[config.mk]
export PLATFORM = sky130hd
export DESIGN_NAME = run_table_pixel_expander_packer_core
export DESIGN_NICKNAME = d
export VERILOG_FILES = /design/src/rtl/core/rtpe_pkg.sv /design/src/rtl/core/run_table_pixel_expander_packer_core.sv /design/src/rtl/core/rtpe_ctrl.sv /design/src/rtl/core/rtpe_datapath.sv
export SDC_FILE = /design/constraint.sdc
export NUM_CORES = 2
export LEC_CHECK = 0
export BUFFER_PORTS_ARGS = -buffer_cell sky130_fd_sc_hd__buf_2
export CAP_MARGIN = 30
export CORE_UTILIZATION = 50
export CTS_CLUSTER_SIZE = 20
export DETAILED_ROUTE_END_ITERATION = 10
export HOLD_SLACK_MARGIN = 0.12
export PLACE_DENSITY = 0.68
export SETUP_SLACK_MARGIN = 0.05
export SLEW_MARGIN = 20
export SYNTH_ARGS = -nofsm -noshare
export SYNTH_HDL_FRONTEND = slang
export SYNTH_MEMORY_MAX_BITS = 65536
export SYNTH_SLANG_ARGS = --single-unit
[constraint.sdc]
create_clock -name clk_i -period 5.5 [get_ports clk_i]
set_input_delay 0.825 -clock clk_i [delete_from_list [all_inputs] [get_ports clk_i]]
set_output_delay 0.825 -clock clk_i [all_outputs]
set_load 0.005 [all_outputs]
[src/rtl/core/rtpe_pkg.sv]
// Package with the shared types, constants and handshake structs of the run-table pixel packer.
`default_nettype none

package rtpe_pkg;

  localparam int unsigned PACK_BYTES_DEF  = 8;
  localparam int unsigned TABLE_DEPTH_DEF = 512;
  localparam int unsigned MAX_GROUPS      = 17;
  localparam int unsigned ADDR_W          = 9;
  localparam int unsigned DATA_W          = 8;
  localparam int unsigned PIX_W           = 4;
  localparam int unsigned GROUP_BYTES     = 8;
  localparam int unsigned COUNT_W         = 4;
  localparam int unsigned REM_W           = 8;

  typedef enum logic [1:0] {
    OP_LOAD   = 2'd0,
    OP_EXPAND = 2'd1,
    OP_PIXEL  = 2'd2,
    OP_FLUSH  = 2'd3
  } op_e;

  typedef struct packed {
    logic [1:0]        operation;
    logic [ADDR_W-1:0] table_address;
    logic [DATA_W-1:0] table_data;
    logic [ADDR_W-1:0] sequence_id;
    logic [PIX_W-1:0]  pixel_value;
  } in_req_t;

  typedef struct packed {
    logic [GROUP_BYTES*8-1:0] group_bytes;
    logic [COUNT_W-1:0]       byte_count;
    logic                     last;
  } out_rsp_t;

  typedef struct packed {
    logic accept;
    logic rd_next;
    logic cap_cnt;
    logic cap_val;
    logic step;
    logic flush;
  } ctl_cmd_t;

  typedef struct packed {
    logic out_free;
    logic cnt_zero;
    logic run_done;
  } ctl_sts_t;

endpackage

`default_nettype wire

[src/rtl/core/run_table_pixel_expander_packer_core.sv]
// A load is written to the run table when accepted; a single pixel takes one packer step and a
// flush emits the held partial group, if any; an expand reads count and value from the table,
// then takes one packer step per group, ceil((held + count) / (2*PACK_BYTES)). One request
// at a time; each step fills up to one whole group and waits while a stalled result is held.
// Reset clears the controller, the packing position and the output valid; the run table
// and the pack store are undefined until written.
`default_nettype none

module run_table_pixel_expander_packer_core
  import rtpe_pkg::*;
#(
  parameter int unsigned PACK_BYTES  = PACK_BYTES_DEF,
  parameter int unsigned TABLE_DEPTH = TABLE_DEPTH_DEF
) (
  input  wire logic    clk_i,
  input  wire logic    rst_ni,
  input  wire logic    in_valid_i,
  output logic         in_stall_o,
  input  wire in_req_t in_req_i,
  output logic         out_valid_o,
  input  wire logic    out_stall_i,
  output out_rsp_t     out_rsp_o
);

  ctl_cmd_t cmd;
  ctl_sts_t sts;

  rtpe_ctrl u_ctrl (
    .clk_i      (clk_i),
    .rst_ni     (rst_ni),
    .in_valid_i (in_valid_i),
    .in_op_i    (op_e'(in_req_i.operation)),
    .in_stall_o (in_stall_o),
    .sts_i      (sts),
    .cmd_o      (cmd)
  );

  rtpe_datapath #(
    .PACK_BYTES  (PACK_BYTES),
    .TABLE_DEPTH (TABLE_DEPTH)
  ) u_datapath (
    .clk_i       (clk_i),
    .rst_ni      (rst_ni),
    .in_req_i    (in_req_i),
    .cmd_i       (cmd),
    .sts_o       (sts),
    .out_valid_o (out_valid_o),
    .out_stall_i (out_stall_i),
    .out_rsp_o   (out_rsp_o)
  );

endmodule

`default_nettype wire

[src/rtl/core/rtpe_ctrl.sv]
// Controller state machine that sequences table reads, run steps and flushes.
`default_nettype none

module rtpe_ctrl
  import rtpe_pkg::*;
(
  input  wire logic     clk_i,
  input  wire logic     rst_ni,
  input  wire logic     in_valid_i,
  input  wire op_e      in_op_i,
  output logic          in_stall_o,
  input  wire ctl_sts_t sts_i,
  output ctl_cmd_t      cmd_o
);

  typedef enum logic [5:0] {
    ST_IDLE    = 6'b000001,
    ST_RD_CNT  = 6'b000010,
    ST_RD_VAL  = 6'b000100,
    ST_GET_VAL = 6'b001000,
    ST_RUN     = 6'b010000,
    ST_FLUSH   = 6'b100000
  } state_e;

  state_e state_q, state_d;

  always_comb begin
    state_d = state_q;
    cmd_o   = '0;
    case (state_q)
      ST_IDLE: begin
        if (in_valid_i) begin
          cmd_o.accept = 1'b1;
          case (in_op_i)
            OP_EXPAND: state_d = ST_RD_CNT;
            OP_PIXEL:  state_d = ST_RUN;
            OP_FLUSH:  state_d = ST_FLUSH;
            default:   state_d = ST_IDLE;
          endcase
        end
      end
      ST_RD_CNT: begin
        state_d = ST_RD_VAL;
      end
      ST_RD_VAL: begin
        cmd_o.rd_next = 1'b1;
        cmd_o.cap_cnt = 1'b1;
        state_d       = ST_GET_VAL;
      end
      ST_GET_VAL: begin
        cmd_o.cap_val = 1'b1;
        state_d       = sts_i.cnt_zero ? ST_IDLE : ST_RUN;
      end
      ST_RUN: begin
        if (sts_i.out_free) begin
          cmd_o.step = 1'b1;
          if (sts_i.run_done) begin
            state_d = ST_IDLE;
          end
        end
      end
      ST_FLUSH: begin
        if (sts_i.out_free) begin
          cmd_o.flush = 1'b1;
          state_d     = ST_IDLE;
        end
      end
      default: begin
        state_d = ST_IDLE;
      end
    endcase
  end

  always_ff @(posedge clk_i or negedge rst_ni) begin
    if (!rst_ni) begin
      state_q <= ST_IDLE;
    end else begin
      state_q <= state_d;
    end
  end

  assign in_stall_o = (state_q != ST_IDLE);

endmodule

`default_nettype wire

[src/rtl/core/rtpe_datapath.sv]
// Datapath with the run table memory, the nibble packer and the output register.
`default_nettype none

module rtpe_datapath
  import rtpe_pkg::*;
#(
  parameter int unsigned PACK_BYTES  = PACK_BYTES_DEF,
  parameter int unsigned TABLE_DEPTH = TABLE_DEPTH_DEF
) (
  input  wire logic     clk_i,
  input  wire logic     rst_ni,
  input  wire in_req_t  in_req_i,
  input  wire ctl_cmd_t cmd_i,
  output ctl_sts_t      sts_o,
  output logic          out_valid_o,
  input  wire logic     out_stall_i,
  output out_rsp_t      out_rsp_o
);

  localparam int unsigned IDX_W = (TABLE_DEPTH > 1) ? $clog2(TABLE_DEPTH) : 1;
  localparam int unsigned NIB_W = $clog2(2 * PACK_BYTES + 1);
  localparam int unsigned CUR_W = NIB_W - 1;
  localparam int unsigned GRP_W = $clog2(MAX_GROUPS + 1);
  localparam logic [NIB_W-1:0] NIB_FULL = NIB_W'(2 * PACK_BYTES);
  localparam logic [GRP_W-1:0] GRP_MAX  = GRP_W'(MAX_GROUPS);
  localparam logic [GRP_W-1:0] GRP_END  = GRP_W'(MAX_GROUPS - 1);

  function automatic logic [IDX_W-1:0] tbl_index(input logic [ADDR_W-1:0] a);
    logic [ADDR_W-1:0] r;
    r = a;
    for (int k = ADDR_W - 1; k >= 0; k--) begin
      if ((TABLE_DEPTH << k) <= int'(r)) begin
        r = ADDR_W'(int'(r) - (TABLE_DEPTH << k));
      end
    end
    return IDX_W'(r);
  endfunction

  logic [DATA_W-1:0] mem [TABLE_DEPTH];
  logic [DATA_W-1:0] rdata_q;
  logic [IDX_W-1:0]  raddr;
  logic [IDX_W:0]    idx_sum;
  logic [IDX_W-1:0]  idx_inc;
  logic              mem_we;

  logic [IDX_W-1:0]  idx_q;
  logic [REM_W-1:0]  rem_q, rem_d;
  logic [PIX_W-1:0]  val_q;
  logic [NIB_W-1:0]  pos_q, pos_d;
  logic [GRP_W-1:0]  grp_q, grp_d;
  logic [7:0]        store_q [PACK_BYTES];
  logic [7:0]        store_d [PACK_BYTES];

  logic [NIB_W-1:0]  space;
  logic [NIB_W-1:0]  n_pix;
  logic [NIB_W-1:0]  pos_end;
  logic [REM_W-1:0]  rem_nx;
  logic              full;
  logic              emit_step;
  logic              emit_flush;
  logic              step_last;
  logic [CUR_W-1:0]  cursor;

  logic              out_valid_q;
  out_rsp_t          out_q, out_d;
  logic [COUNT_W-1:0] count_sel;
  logic [7:0]        byte_sel [GROUP_BYTES];

  assign idx_sum = {1'b0, idx_q} + {{IDX_W{1'b0}}, 1'b1};
  assign idx_inc = (idx_sum == (IDX_W + 1)'(TABLE_DEPTH)) ? '0 : idx_sum[IDX_W-1:0];
  assign raddr   = cmd_i.rd_next ? idx_inc : idx_q;
  assign mem_we  = cmd_i.accept && (op_e'(in_req_i.operation) == OP_LOAD);

  always_ff @(posedge clk_i) begin
    if (mem_we) begin
      mem[tbl_index(in_req_i.table_address)] <= in_req_i.table_data;
    end
    rdata_q <= mem[raddr];
  end

  assign cursor = pos_q[NIB_W-1:1];
  assign space  = NIB_FULL - pos_q;
  assign n_pix  = (rem_q < REM_W'(space)) ? NIB_W'(rem_q) : space;
  assign pos_end = pos_q + n_pix;
  assign rem_nx  = rem_q - REM_W'(n_pix);
  assign full    = (pos_end == NIB_FULL);
  assign emit_step  = cmd_i.step && full && (grp_q < GRP_MAX);
  assign emit_flush = cmd_i.flush && (cursor != '0);
  assign step_last  = (rem_nx < REM_W'(NIB_FULL)) || (grp_q == GRP_END);

  always_comb begin
    logic [NIB_W-1:0] hi_pos;
    logic [NIB_W-1:0] lo_pos;
    logic             hi_w;
    logic             lo_w;
    for (int i = 0; i < PACK_BYTES; i++) begin
      hi_pos = NIB_W'(2 * i);
      lo_pos = NIB_W'(2 * i + 1);
      hi_w   = cmd_i.step && (pos_q <= hi_pos) && (hi_pos < pos_end);
      lo_w   = cmd_i.step && (pos_q <= lo_pos) && (lo_pos < pos_end);
      store_d[i] = store_q[i];
      if (hi_w) begin
        store_d[i][7:4] = val_q;
        store_d[i][3:0] = '0;
      end
      if (lo_w) begin
        store_d[i][3:0] = val_q;
      end
    end
  end

  always_comb begin
    pos_d = pos_q;
    rem_d = rem_q;
    grp_d = grp_q;
    if (cmd_i.accept) begin
      rem_d = REM_W'(1);
      grp_d = '0;
    end else if (cmd_i.cap_cnt) begin
      rem_d = rdata_q;
    end else if (cmd_i.step) begin
      rem_d = rem_nx;
      pos_d = full ? '0 : pos_end;
      if (full && (grp_q < GRP_MAX)) begin
        grp_d = grp_q + GRP_W'(1);
      end
    end else if (cmd_i.flush) begin
      pos_d = '0;
    end
  end

  always_ff @(posedge clk_i or negedge rst_ni) begin
    if (!rst_ni) begin
      pos_q       <= '0;
      rem_q       <= '0;
      grp_q       <= '0;
      out_valid_q <= 1'b0;
    end else begin
      pos_q <= pos_d;
      rem_q <= rem_d;
      grp_q <= grp_d;
      if (emit_step || emit_flush) begin
        out_valid_q <= 1'b1;
      end else if (!out_stall_i) begin
        out_valid_q <= 1'b0;
      end
    end
  end

  always_ff @(posedge clk_i) begin
    if (cmd_i.accept) begin
      idx_q <= tbl_index(in_req_i.sequence_id);
      val_q <= in_req_i.pixel_value;
    end else if (cmd_i.cap_val) begin
      val_q <= rdata_q[PIX_W-1:0];
    end
    for (int i = 0; i < PACK_BYTES; i++) begin
      store_q[i] <= store_d[i];
    end
    if (emit_step || emit_flush) begin
      out_q <= out_d;
    end
  end

  assign count_sel = cmd_i.step ? COUNT_W'(PACK_BYTES) : COUNT_W'(cursor);

  for (genvar g = 0; g < GROUP_BYTES; g++) begin : g_byte
    if (g < PACK_BYTES) begin : g_used
      assign byte_sel[g] = (COUNT_W'(g) < count_sel) ? store_d[g] : 8'h00;
    end else begin : g_unused
      assign byte_sel[g] = 8'h00;
    end
    assign out_d.group_bytes[8*g +: 8] = byte_sel[g];
  end

  assign out_d.byte_count = count_sel;
  assign out_d.last       = cmd_i.step ? step_last : 1'b1;

  assign sts_o.out_free = !out_valid_q || !out_stall_i;
  assign sts_o.cnt_zero = (rem_q == '0);
  assign sts_o.run_done = (rem_nx == '0);

  assign out_valid_o = out_valid_q;
  assign out_rsp_o   = out_q;

endmodule

`default_nettype wire

======== Word-level counts from Yosys, hierarchy flattened ========
Memory sizes are Yosys's and may differ from the RTL's. A register that Yosys moved wholly into a read port is not among the register bits.
Cells that the tools add are included.
word-level totals
  output and inout bits ................... 71
  word-level logic and storage cells ...... 192
  memories ................................ 2
  register bits ........................... 107
  bits of input ports ..................... 36
  RAM bits ................................ 4160
cells by class
  bitwise logic cells ..................... 2
  equality and inequality tests ........... 19
  reduce and logical (&&, ||, !) cells .... 54
  order comparisons ....................... 43
  multiplexer cells ....................... 50
  $add $sub $neg .......................... 5
memories
  memory              depth  bits a word  rd ports  clocked after Yosys merged registers in  wr ports  line                 source
  u_datapath.mem      512    8            1         1                                        1         rtpe_datapath.sv:39  logic [DATA_W-1:0] mem [TABLE_DEPTH];
  u_datapath.store_q  8      8            8         0                                        8         rtpe_datapath.sv:51  logic [7:0] store_q [PACK_BYTES];
operator list
  cell                                                                              count
  8-bit 2-to-1 mux                                                                  11
  5-bit 2-to-1 mux                                                                  9
  4-bit 2-to-1 mux                                                                  11
  5-bit by 4-bit less-or-equal comparator with 1-bit output, second input constant  8
  4-bit by 5-bit less-than comparator with 1-bit output, first input constant       8
  1-bit logical AND                                                                 37
  6-bit case mux with 6 select lines                                                1
  6-bit 2-to-1 mux                                                                  4
  5-bit by 3-bit less-or-equal comparator with 1-bit output, second input constant  4
  3-bit by 5-bit less-than comparator with 1-bit output, first input constant       4
  9-bit 2-to-1 mux                                                                  2
  6-bit case mux with 3 select lines                                                1
  8-bit logical NOT                                                                 2
  3-bit by 4-bit less-than comparator with 1-bit output, first input constant       4
  9-bit by 1-bit adder with 10-bit output, second input constant                    1
  10-bit equality test, second input constant                                       1
  5-bit equality test, second input constant                                        2
  5-bit by 1-bit less-or-equal comparator with 1-bit output, second input constant  2
  5-bit by 2-bit less-or-equal comparator with 1-bit output, second input constant  2
  1-bit by 5-bit less-than comparator with 1-bit output, first input constant       2
  2-bit by 5-bit less-than comparator with 1-bit output, first input constant       2
  1-bit 2-to-1 mux                                                                  10
  1-bit by 4-bit less-than comparator with 1-bit output, first input constant       2
  2-bit by 4-bit less-than comparator with 1-bit output, first input constant       2
  other kinds (28)                                                                  41

======== Logic depth before layout (Yosys ltp) ========
  depth after elaboration ................. 10
  depth in mapped cells ................... 24
  depth with buffers taken out ............ 22

======== Hierarchy ========
From an unflattened synthesis, not the netlist that was laid out.
unflattened totals
  cells, all modules ...................... 9804
  area total of the unflattened synthesis .. 168290.2 µm²
by module, submodules not included
  module         cells each  area each (µm²)  sequential area each (µm²)  instances
  rtpe_datapath  9760        167849.7         127377.2                    1
  rtpe_ctrl      44          440.4            151.4                       1

======== Least setup slack after synthesis ========
OpenSTA, ideal clock, no wires.
  path kind ............................... reg2reg
  start ................................... register u_datapath.pos_q[1]
  end ..................................... register u_datapath.out_q, in the netlist u_datapath.out_rsp_o[0], enable pin
  library setup time ...................... 402 ps
  slack ................................... -346 ps
  data required time ...................... 5098 ps
  path buffers ............................ 2
  period minus slack after synthesis ...... 5846 ps
  data arrival time ....................... 5444 ps
  stages on the path, launching flop included .. 22
  cell sequence ........................... dfrtp_1 -> clkbuf_1 -> inv_1 -> ha_1 -> inv_1 -> ha_1 -> a21o_1 -> a21o_1 -> a21o_1 -> a211o_1 -> o21ai_0 -> ha_1 -> inv_1 -> fa_1 -> inv_1 -> a21o_1 -> a21oi_1 -> xnor2_1 -> xor2_1 -> clkbuf_1 -> nor3_1 -> a31o_2
on the way
  longest elaborated chain between the ends .. 8
  elaborated cells on any way between the ends .. 10
  those cells by class .................... 2 x add/sub; 1 x order compare; 1 x eq/ne; 1 x mux; 5 x reduce/logical
RTL lines
  item                                                   line                  source
  start, declared                                        rtpe_datapath.sv:49   logic [NIB_W-1:0] pos_q, pos_d;
  start signal, assigned                                 rtpe_datapath.sv:139  pos_q <= pos_d;
  5-bit subtractor                                       rtpe_datapath.sv:82   assign space = NIB_FULL - pos_q;
  8-bit by 5-bit less-than comparator with 1-bit output  rtpe_datapath.sv:83   assign n_pix = (rem_q < REM_W'(space)) ? NIB_W'(rem_q) : space;
  5-bit 2-to-1 mux                                       rtpe_datapath.sv:83
  5-bit adder                                            rtpe_datapath.sv:84   assign pos_end = pos_q + n_pix;
  5-bit equality test                                    rtpe_datapath.sv:86   assign full = (pos_end == NIB_FULL);
  1-bit logical AND (2 in series)                        rtpe_datapath.sv:87   assign emit_step = cmd_i.step && full && (grp_q < GRP_MAX);
  1-bit logical OR *                                     rtpe_datapath.sv:160  if (emit_step || emit_flush) begin
  end signal, assigned                                   rtpe_datapath.sv:161  out_q <= out_d;
  end, declared                                          rtpe_datapath.sv:65   out_rsp_t out_q, out_d;
Mark *: on every way between the ends. The rest lies on a longest branch, timed or not.
A chain may end at the register's enable or synchronous reset.

======== Worst setup path in the final report ========
  start ................................... register u_ctrl.state_q[1]
  end ..................................... register u_datapath.rdata_q[1], read port of u_datapath.mem
on the way
  longest elaborated chain between the ends .. 3
RTL lines
  item                                            line                 source
  start, declared                                 rtpe_ctrl.sv:25      state_e state_q, state_d;
  start signal, assigned                          rtpe_ctrl.sv:78      state_q <= state_d;
  6-bit by 3-bit equality test with 1-bit output  rtpe_ctrl.sv:30      case (state_q)
  2-bit 2-to-1 mux                                rtpe_ctrl.sv:30
  9-bit 2-to-1 mux                                rtpe_datapath.sv:71  assign raddr = cmd_i.rd_next ? idx_inc : idx_q;
  end, declared                                   rtpe_datapath.sv:40  logic [DATA_W-1:0] rdata_q;
No other way between the ends.

==> report_table.html <==
<table>
<tr><th>Metric</th><th>Value</th></tr>
<tr><th colspan="2">Worst setup path</th></tr>
<tr><td>Family with the most delay on the worst path</td><td>simple AND/OR/NAND/NOR gates</td></tr>
<tr><td>Startpoint Class</td><td>flop</td></tr>
<tr><td>Cell chain of the critical path</td><td>or4_4 -&gt; or3_4 -&gt; and2_4 -&gt; buf_4 -&gt; buf_12 -&gt; buf_4 -&gt; mux4_2 -&gt; nand2_1 -&gt; a311oi_1 -&gt; nand3_1 -&gt; a41oi_1 -&gt; nor2_1 -&gt; o211ai_1</td></tr>
<tr><td>Number of buffer and inverter stages on the critical path</td><td>3</td></tr>
<tr><td>Crit-path max FO</td><td>20</td></tr>
<tr><td>Endpoint type of the worst setup path</td><td>flop</td></tr>
<tr><td>Arr. time, crit path</td><td>6.33 ns</td></tr>
<tr><td>Most frequent cell on the critical path</td><td>buf_4</td></tr>
<tr><td>CP required</td><td>roughly 6.4 ns</td></tr>
<tr><td>Worst setup path category</td><td>reg2reg</td></tr>
<tr><td>Maximum single-stage delay on the critical path</td><td>between 0.7 and 0.8 ns</td></tr>
<tr><td>Slowest cell on the critical path</td><td>a41oi_1</td></tr>
<tr><th colspan="2">Routing</th></tr>
<tr><td>WL final</td><td>473,000 um</td></tr>
<tr><td>Drt drc</td><td>0</td></tr>
<tr><td>Average vias per placed instance</td><td>6.47</td></tr>
<tr><td>1st-pass router iterations</td><td>8</td></tr>
<tr><td>Post-route ant nets</td><td>0</td></tr>
<tr><td>Overall via count from detail_route</td><td>98,700</td></tr>
<tr><td>Wirelength per Cell</td><td>~31 um</td></tr>
<tr><td>Violation count after the first detailed-route iteration</td><td>15,000</td></tr>
<tr><th colspan="2">Synthesis</th></tr>
<tr><td>Number of different library cells in the post-synthesis netlist</td><td>83</td></tr>
<tr><td>Summed instance area of the synthesized netlist</td><td>0.169 sq mm</td></tr>
<tr><td>Most used flip-flop cell after synthesis</td><td>edfxtp_1</td></tr>
<tr><td>Seq cells post-synth</td><td>4,275</td></tr>
<tr><td>Combinational family with the most area after synthesis</td><td>multiplexers</td></tr>
<tr><td>Cell type with the highest aggregate area in the netlist</td><td>edfxtp_1</td></tr>
<tr><td>Warnings, synthesis</td><td>0</td></tr>
<tr><td>Post-synthesis simple-gate area fraction</td><td>under 10%</td></tr>
<tr><td>Complex-gate fraction of the synthesized area</td><td>5.09%</td></tr>
<tr><td>Share of synthesized cell area in full adder, half adder and majority cells</td><td>0.179%</td></tr>
<tr><td>Count of flip-flops with a built-in enable after synthesis</td><td>4,178</td></tr>
<tr><td>Leading cell types by total area after synthesis</td><td>edfxtp_1 (74%), mux4_2 (8.4%), nand2_1 (3.3%)</td></tr>
<tr><td>Mapped Cells</td><td>10,100</td></tr>
<tr><td>Syn avg cell area</td><td>approximately 17 sq um</td></tr>
<tr><td>Mux cell area share after synthesis</td><td>under 10%</td></tr>
<tr><td>Post-Synth XOR/XNOR Area</td><td>0.145%</td></tr>
<tr><td>Sequential cell area fraction in the yosys report</td><td>approximately 76%</td></tr>
<tr><td>FFs w/ async S/R, synth</td><td>0.585%</td></tr>
<tr><td>Number of nets in the synthesized netlist</td><td>10,200</td></tr>
<tr><td>Share of Yosys cell area claimed by the top area cell type</td><td>74.3%</td></tr>
<tr><th colspan="2">Timing</th></tr>
<tr><td>Unrepaired setup endpoints after global routing</td><td>false</td></tr>
<tr><td>Number of slew-limit violations in the final report</td><td>0</td></tr>
<tr><td>Final setup violation count</td><td>0</td></tr>
<tr><td>Highest achievable clock rate</td><td>184 MHz</td></tr>
<tr><td>Clk_skew</td><td>0.0777 ns</td></tr>
<tr><td>Post-layout minimum cycle time</td><td>about 5.4 ns</td></tr>
<tr><td>Slew at the pin closest to its max-slew limit</td><td>around 1.1 ns</td></tr>
<tr><td>Fin. Hold Viols</td><td>0</td></tr>
<tr><td>Final critical-path share of the clock period</td><td>between 90% and 100%</td></tr>
<tr><td>Total negative slack</td><td>0 ns</td></tr>
<tr><td>Worst rel slew slack</td><td>between 20 and 30%</td></tr>
<tr><th colspan="2">Die</th></tr>
<tr><td>Count of standard-cell rows</td><td>between 200 and 250</td></tr>
<tr><td>Height of the chip</td><td>around 580 um</td></tr>
<tr><td>DIE AREA</td><td>0.340 sq mm</td></tr>
<tr><td>Ports</td><td>approximately 110</td></tr>
<tr><td>Core outline area</td><td>0.336 sq mm</td></tr>
<tr><td>Die outline width</td><td>around 580 um</td></tr>
<tr><td>Starting Density</td><td>50.2%</td></tr>
<tr><th colspan="2">Global routing</th></tr>
<tr><td>Maximum number of pins on one net before global-route repair</td><td>164</td></tr>
<tr><td>Antenna violations before repair</td><td>31</td></tr>
<tr><td>Global-route wire length before repair</td><td>679,000 um</td></tr>
<tr><td>Overflow after GRT</td><td>0</td></tr>
<tr><td>GRT Total Usage</td><td>27.4%</td></tr>
<tr><td>Number of global-route vias before repair</td><td>~96,000</td></tr>
<tr><th colspan="2">Final layout</th></tr>
<tr><td>Share of layout cells above drive strength 1</td><td>16.9%</td></tr>
<tr><td>Multi-input combinational cell area</td><td>between 0.03 and 0.04 sq mm</td></tr>
<tr><td>Final #Nets</td><td>around 10,000</td></tr>
<tr><td>Count of non-filler cells in the finished layout</td><td>approximately 15,000</td></tr>
<tr><td>Highest-count cells in the layout ignoring fill and taps</td><td>edfxtp_1 (4,178), nand2_1 (1,476), mux4_2 (628), nor2_1 (586), nand3_1 (458)</td></tr>
<tr><td>Number of filler instances in the final layout</td><td>25,100</td></tr>
<tr><td>Flip-flop and latch area</td><td>0.128 sq mm</td></tr>
<tr><td>Commonest non-fill, non-tap cell in the layout</td><td>edfxtp_1</td></tr>
<tr><td>Layout overhead on the synthesized area</td><td>12.8%</td></tr>
<tr><th colspan="2">Placement</th></tr>
<tr><td>Count of input and output buffers</td><td>106</td></tr>
<tr><td>HPWL after DPL</td><td>between 200,000 and 300,000 um</td></tr>
<tr><td>Placed Cells incl. Taps</td><td>approximately 14,000</td></tr>
<tr><td>Final weighted congestion in routability-driven placement</td><td>0.896</td></tr>
<tr><th colspan="2">CTS</th></tr>
<tr><td>CTS H-Tree Depth</td><td>5</td></tr>
<tr><td>Clock root buffer</td><td>clkbuf_16</td></tr>
<tr><td>CTS tree</td><td>yes</td></tr>
<tr><td>Maximum buffer depth of the clock tree</td><td>4</td></tr>
<tr><td>Total CTS buffers</td><td>417</td></tr>
<tr><td>Clock latency on the worst-skew pair</td><td>0.99 ns</td></tr>
<tr><td>Clk sink count</td><td>4,275</td></tr>
<tr><td>Clk pin slew, worst setup/hold paths</td><td>roughly 0.060 ns</td></tr>
<tr><th colspan="2">Pwr</th></tr>
<tr><td>Power density relative to cell area</td><td>around 440 mW/mm^2</td></tr>
<tr><td>Max IR drop VDD</td><td>0.373 mV</td></tr>
<tr><td>Static leakage</td><td>61.1 nW</td></tr>
<tr><th colspan="2">Job</th></tr>
<tr><td>Number of max-cap violations</td><td>0</td></tr>
<tr><th colspan="2">Run status</th></tr>
<tr><td>Run status</td><td>completed</td></tr>
<tr><th colspan="2">Worst hold path</th></tr>
<tr><td>Worst min path class</td><td>in2reg</td></tr>
</table>
power breakdown:
| group | internal, mW | switching (mW) | leakage, nW |
|---|---|---|---|
| clock | 16.0 | 12.2 | 6.53 |
| sequential | 36.2 | 0.421 | 38.5 |
| combinational | 6.74 | 12.3 | 16.1 |
| total | 58.9 | 24.9 | 61.1 |
Yosys cell counts (42+ instances only):
cell	instances
buf_1	85
a211oi_1	216
nor4_1	45
buf_2	149
nand4_1	47
mux4_2	628
a21oi_1	121
o21ai_0	142
nand2_1	1493
nand3_1	467
a31oi_1	163
o22ai_1	157
nor2_1	592
dfxtp_1	72
clkbuf_1	401
nor3_1	80
a311oi_1	79
inv_1	42
nand2b_1	94
and3_1	183
a22oi_1	54
mux2i_1	119
edfxtp_1	4178
sequential cells by signal, indices dropped and copies added, names as in the netlist:
| signal | count |
|---|---|
| u_datapath.pos_q | 5 |
| u_datapath.rem_q | 8 |
| u_datapath.grp_q | 5 |
| u_datapath.val_q | 4 |
| u_datapath.rdata_q | 8 |
| u_datapath.out_valid_o | 1 |
| u_datapath.store_q | 64 |
| u_datapath.out_rsp_o | 69 |
| u_datapath.idx_q | 9 |
| u_datapath.mem | 4096 |
| u_ctrl.state_q | 6 |
metal layers:
metal | global-route usage [%] | part of all wire (%) | routed length, um
met5 | 0 | 0.018 | 83
met4 | 11.9 | 4.7 | 22200
met3 | 5.09 | 11 | 51900
met2 | 43.1 | 47 | 223000
met1 | 37.8 | 37 | 176000
kinds of logic after synthesis:
logic type / count (synthesis)
simple gates: 3071
buf+inv: 722
mux: 782
fa+ha+maj: 23
compound gates: 1227
xor+xnor: 28
flops: 4275
through the flow:
| step | setup WS [ns] | hold WS [ns] | cell area, sq um | total power, mW | utilization, % |
|---|---|---|---|---|---|
| after detailed placement | -0.0604 | 0.441 | 177000 | 55.8 | 52.6 |
| after global routing | 0.0390 | 0.184 | 190000 | 86.0 | 56.6 |
| after CTS | 0.0558 | 0.134 | 190000 | 83.6 | 56.6 |
| after global placement | -0.203 | 0.440 | 176000 | 55.6 | 52.5 |
| final | 0.0768 | 0.189 | 190000 | 83.9 | 56.6 |
| after floorplan | 0.161 | 0.427 | 169000 | 48.2 | - |
tightest hold or removal path: stages:
cell and delay, ns:
buf_2 0.10, nand2_1 0.06, nand2_1 0.06
cell type report:
class | count | area share [%]
Multi-Input combinational cell | 5131 | 20.3
Tap cell | 4515 | 2.97
Timing Repair Buffer | 507 | 2.63
Clock inverter | 255 | 1.25
Clock buffer | 504 | 5.76
Sequential cell | 4275 | 67.0
Inverter | 42 | 0.0828
Antenna cell | 25 | 0.0328
timing repair:
action / 4_1_cts / 5_1_grt
setup buffers: 0 / 4
endpoints found under the setup margin: 3 / 42
gates resized for setup: 3 / 7
hold endpoints to repair: 39 / 0
hold buffers: 16 / 0
pin swaps: 0 / 2
final timing paths:
kind,from,endpoint,slack (ns),cells past startpoint
worst max-delay path,u_ctrl.state_q[1]$_DFFE_PN0P_,u_datapath.rdata_q[1]$_DFF_P_,0.08,13
worst min-delay path,in_req_i[2],u_datapath.val_q[2]$_DFFE_PP_,0.19,3
max in group asynchronous,rst_ni,u_ctrl.state_q[3]$_DFFE_PN0P_,4.64,2
worst min register to register,u_datapath.store_q[1][12]$_DFF_P_,u_datapath.store_q[1][12]$_DFF_P_,0.46,1
worst max register to register,u_ctrl.state_q[1]$_DFFE_PN0P_,u_datapath.rdata_q[1]$_DFF_P_,0.08,13
min in group asynchronous,rst_ni,u_ctrl.state_q[2]$_DFFE_PN0P_,0.42,2
No activity file was read; power rests on OpenSTA's default activity.
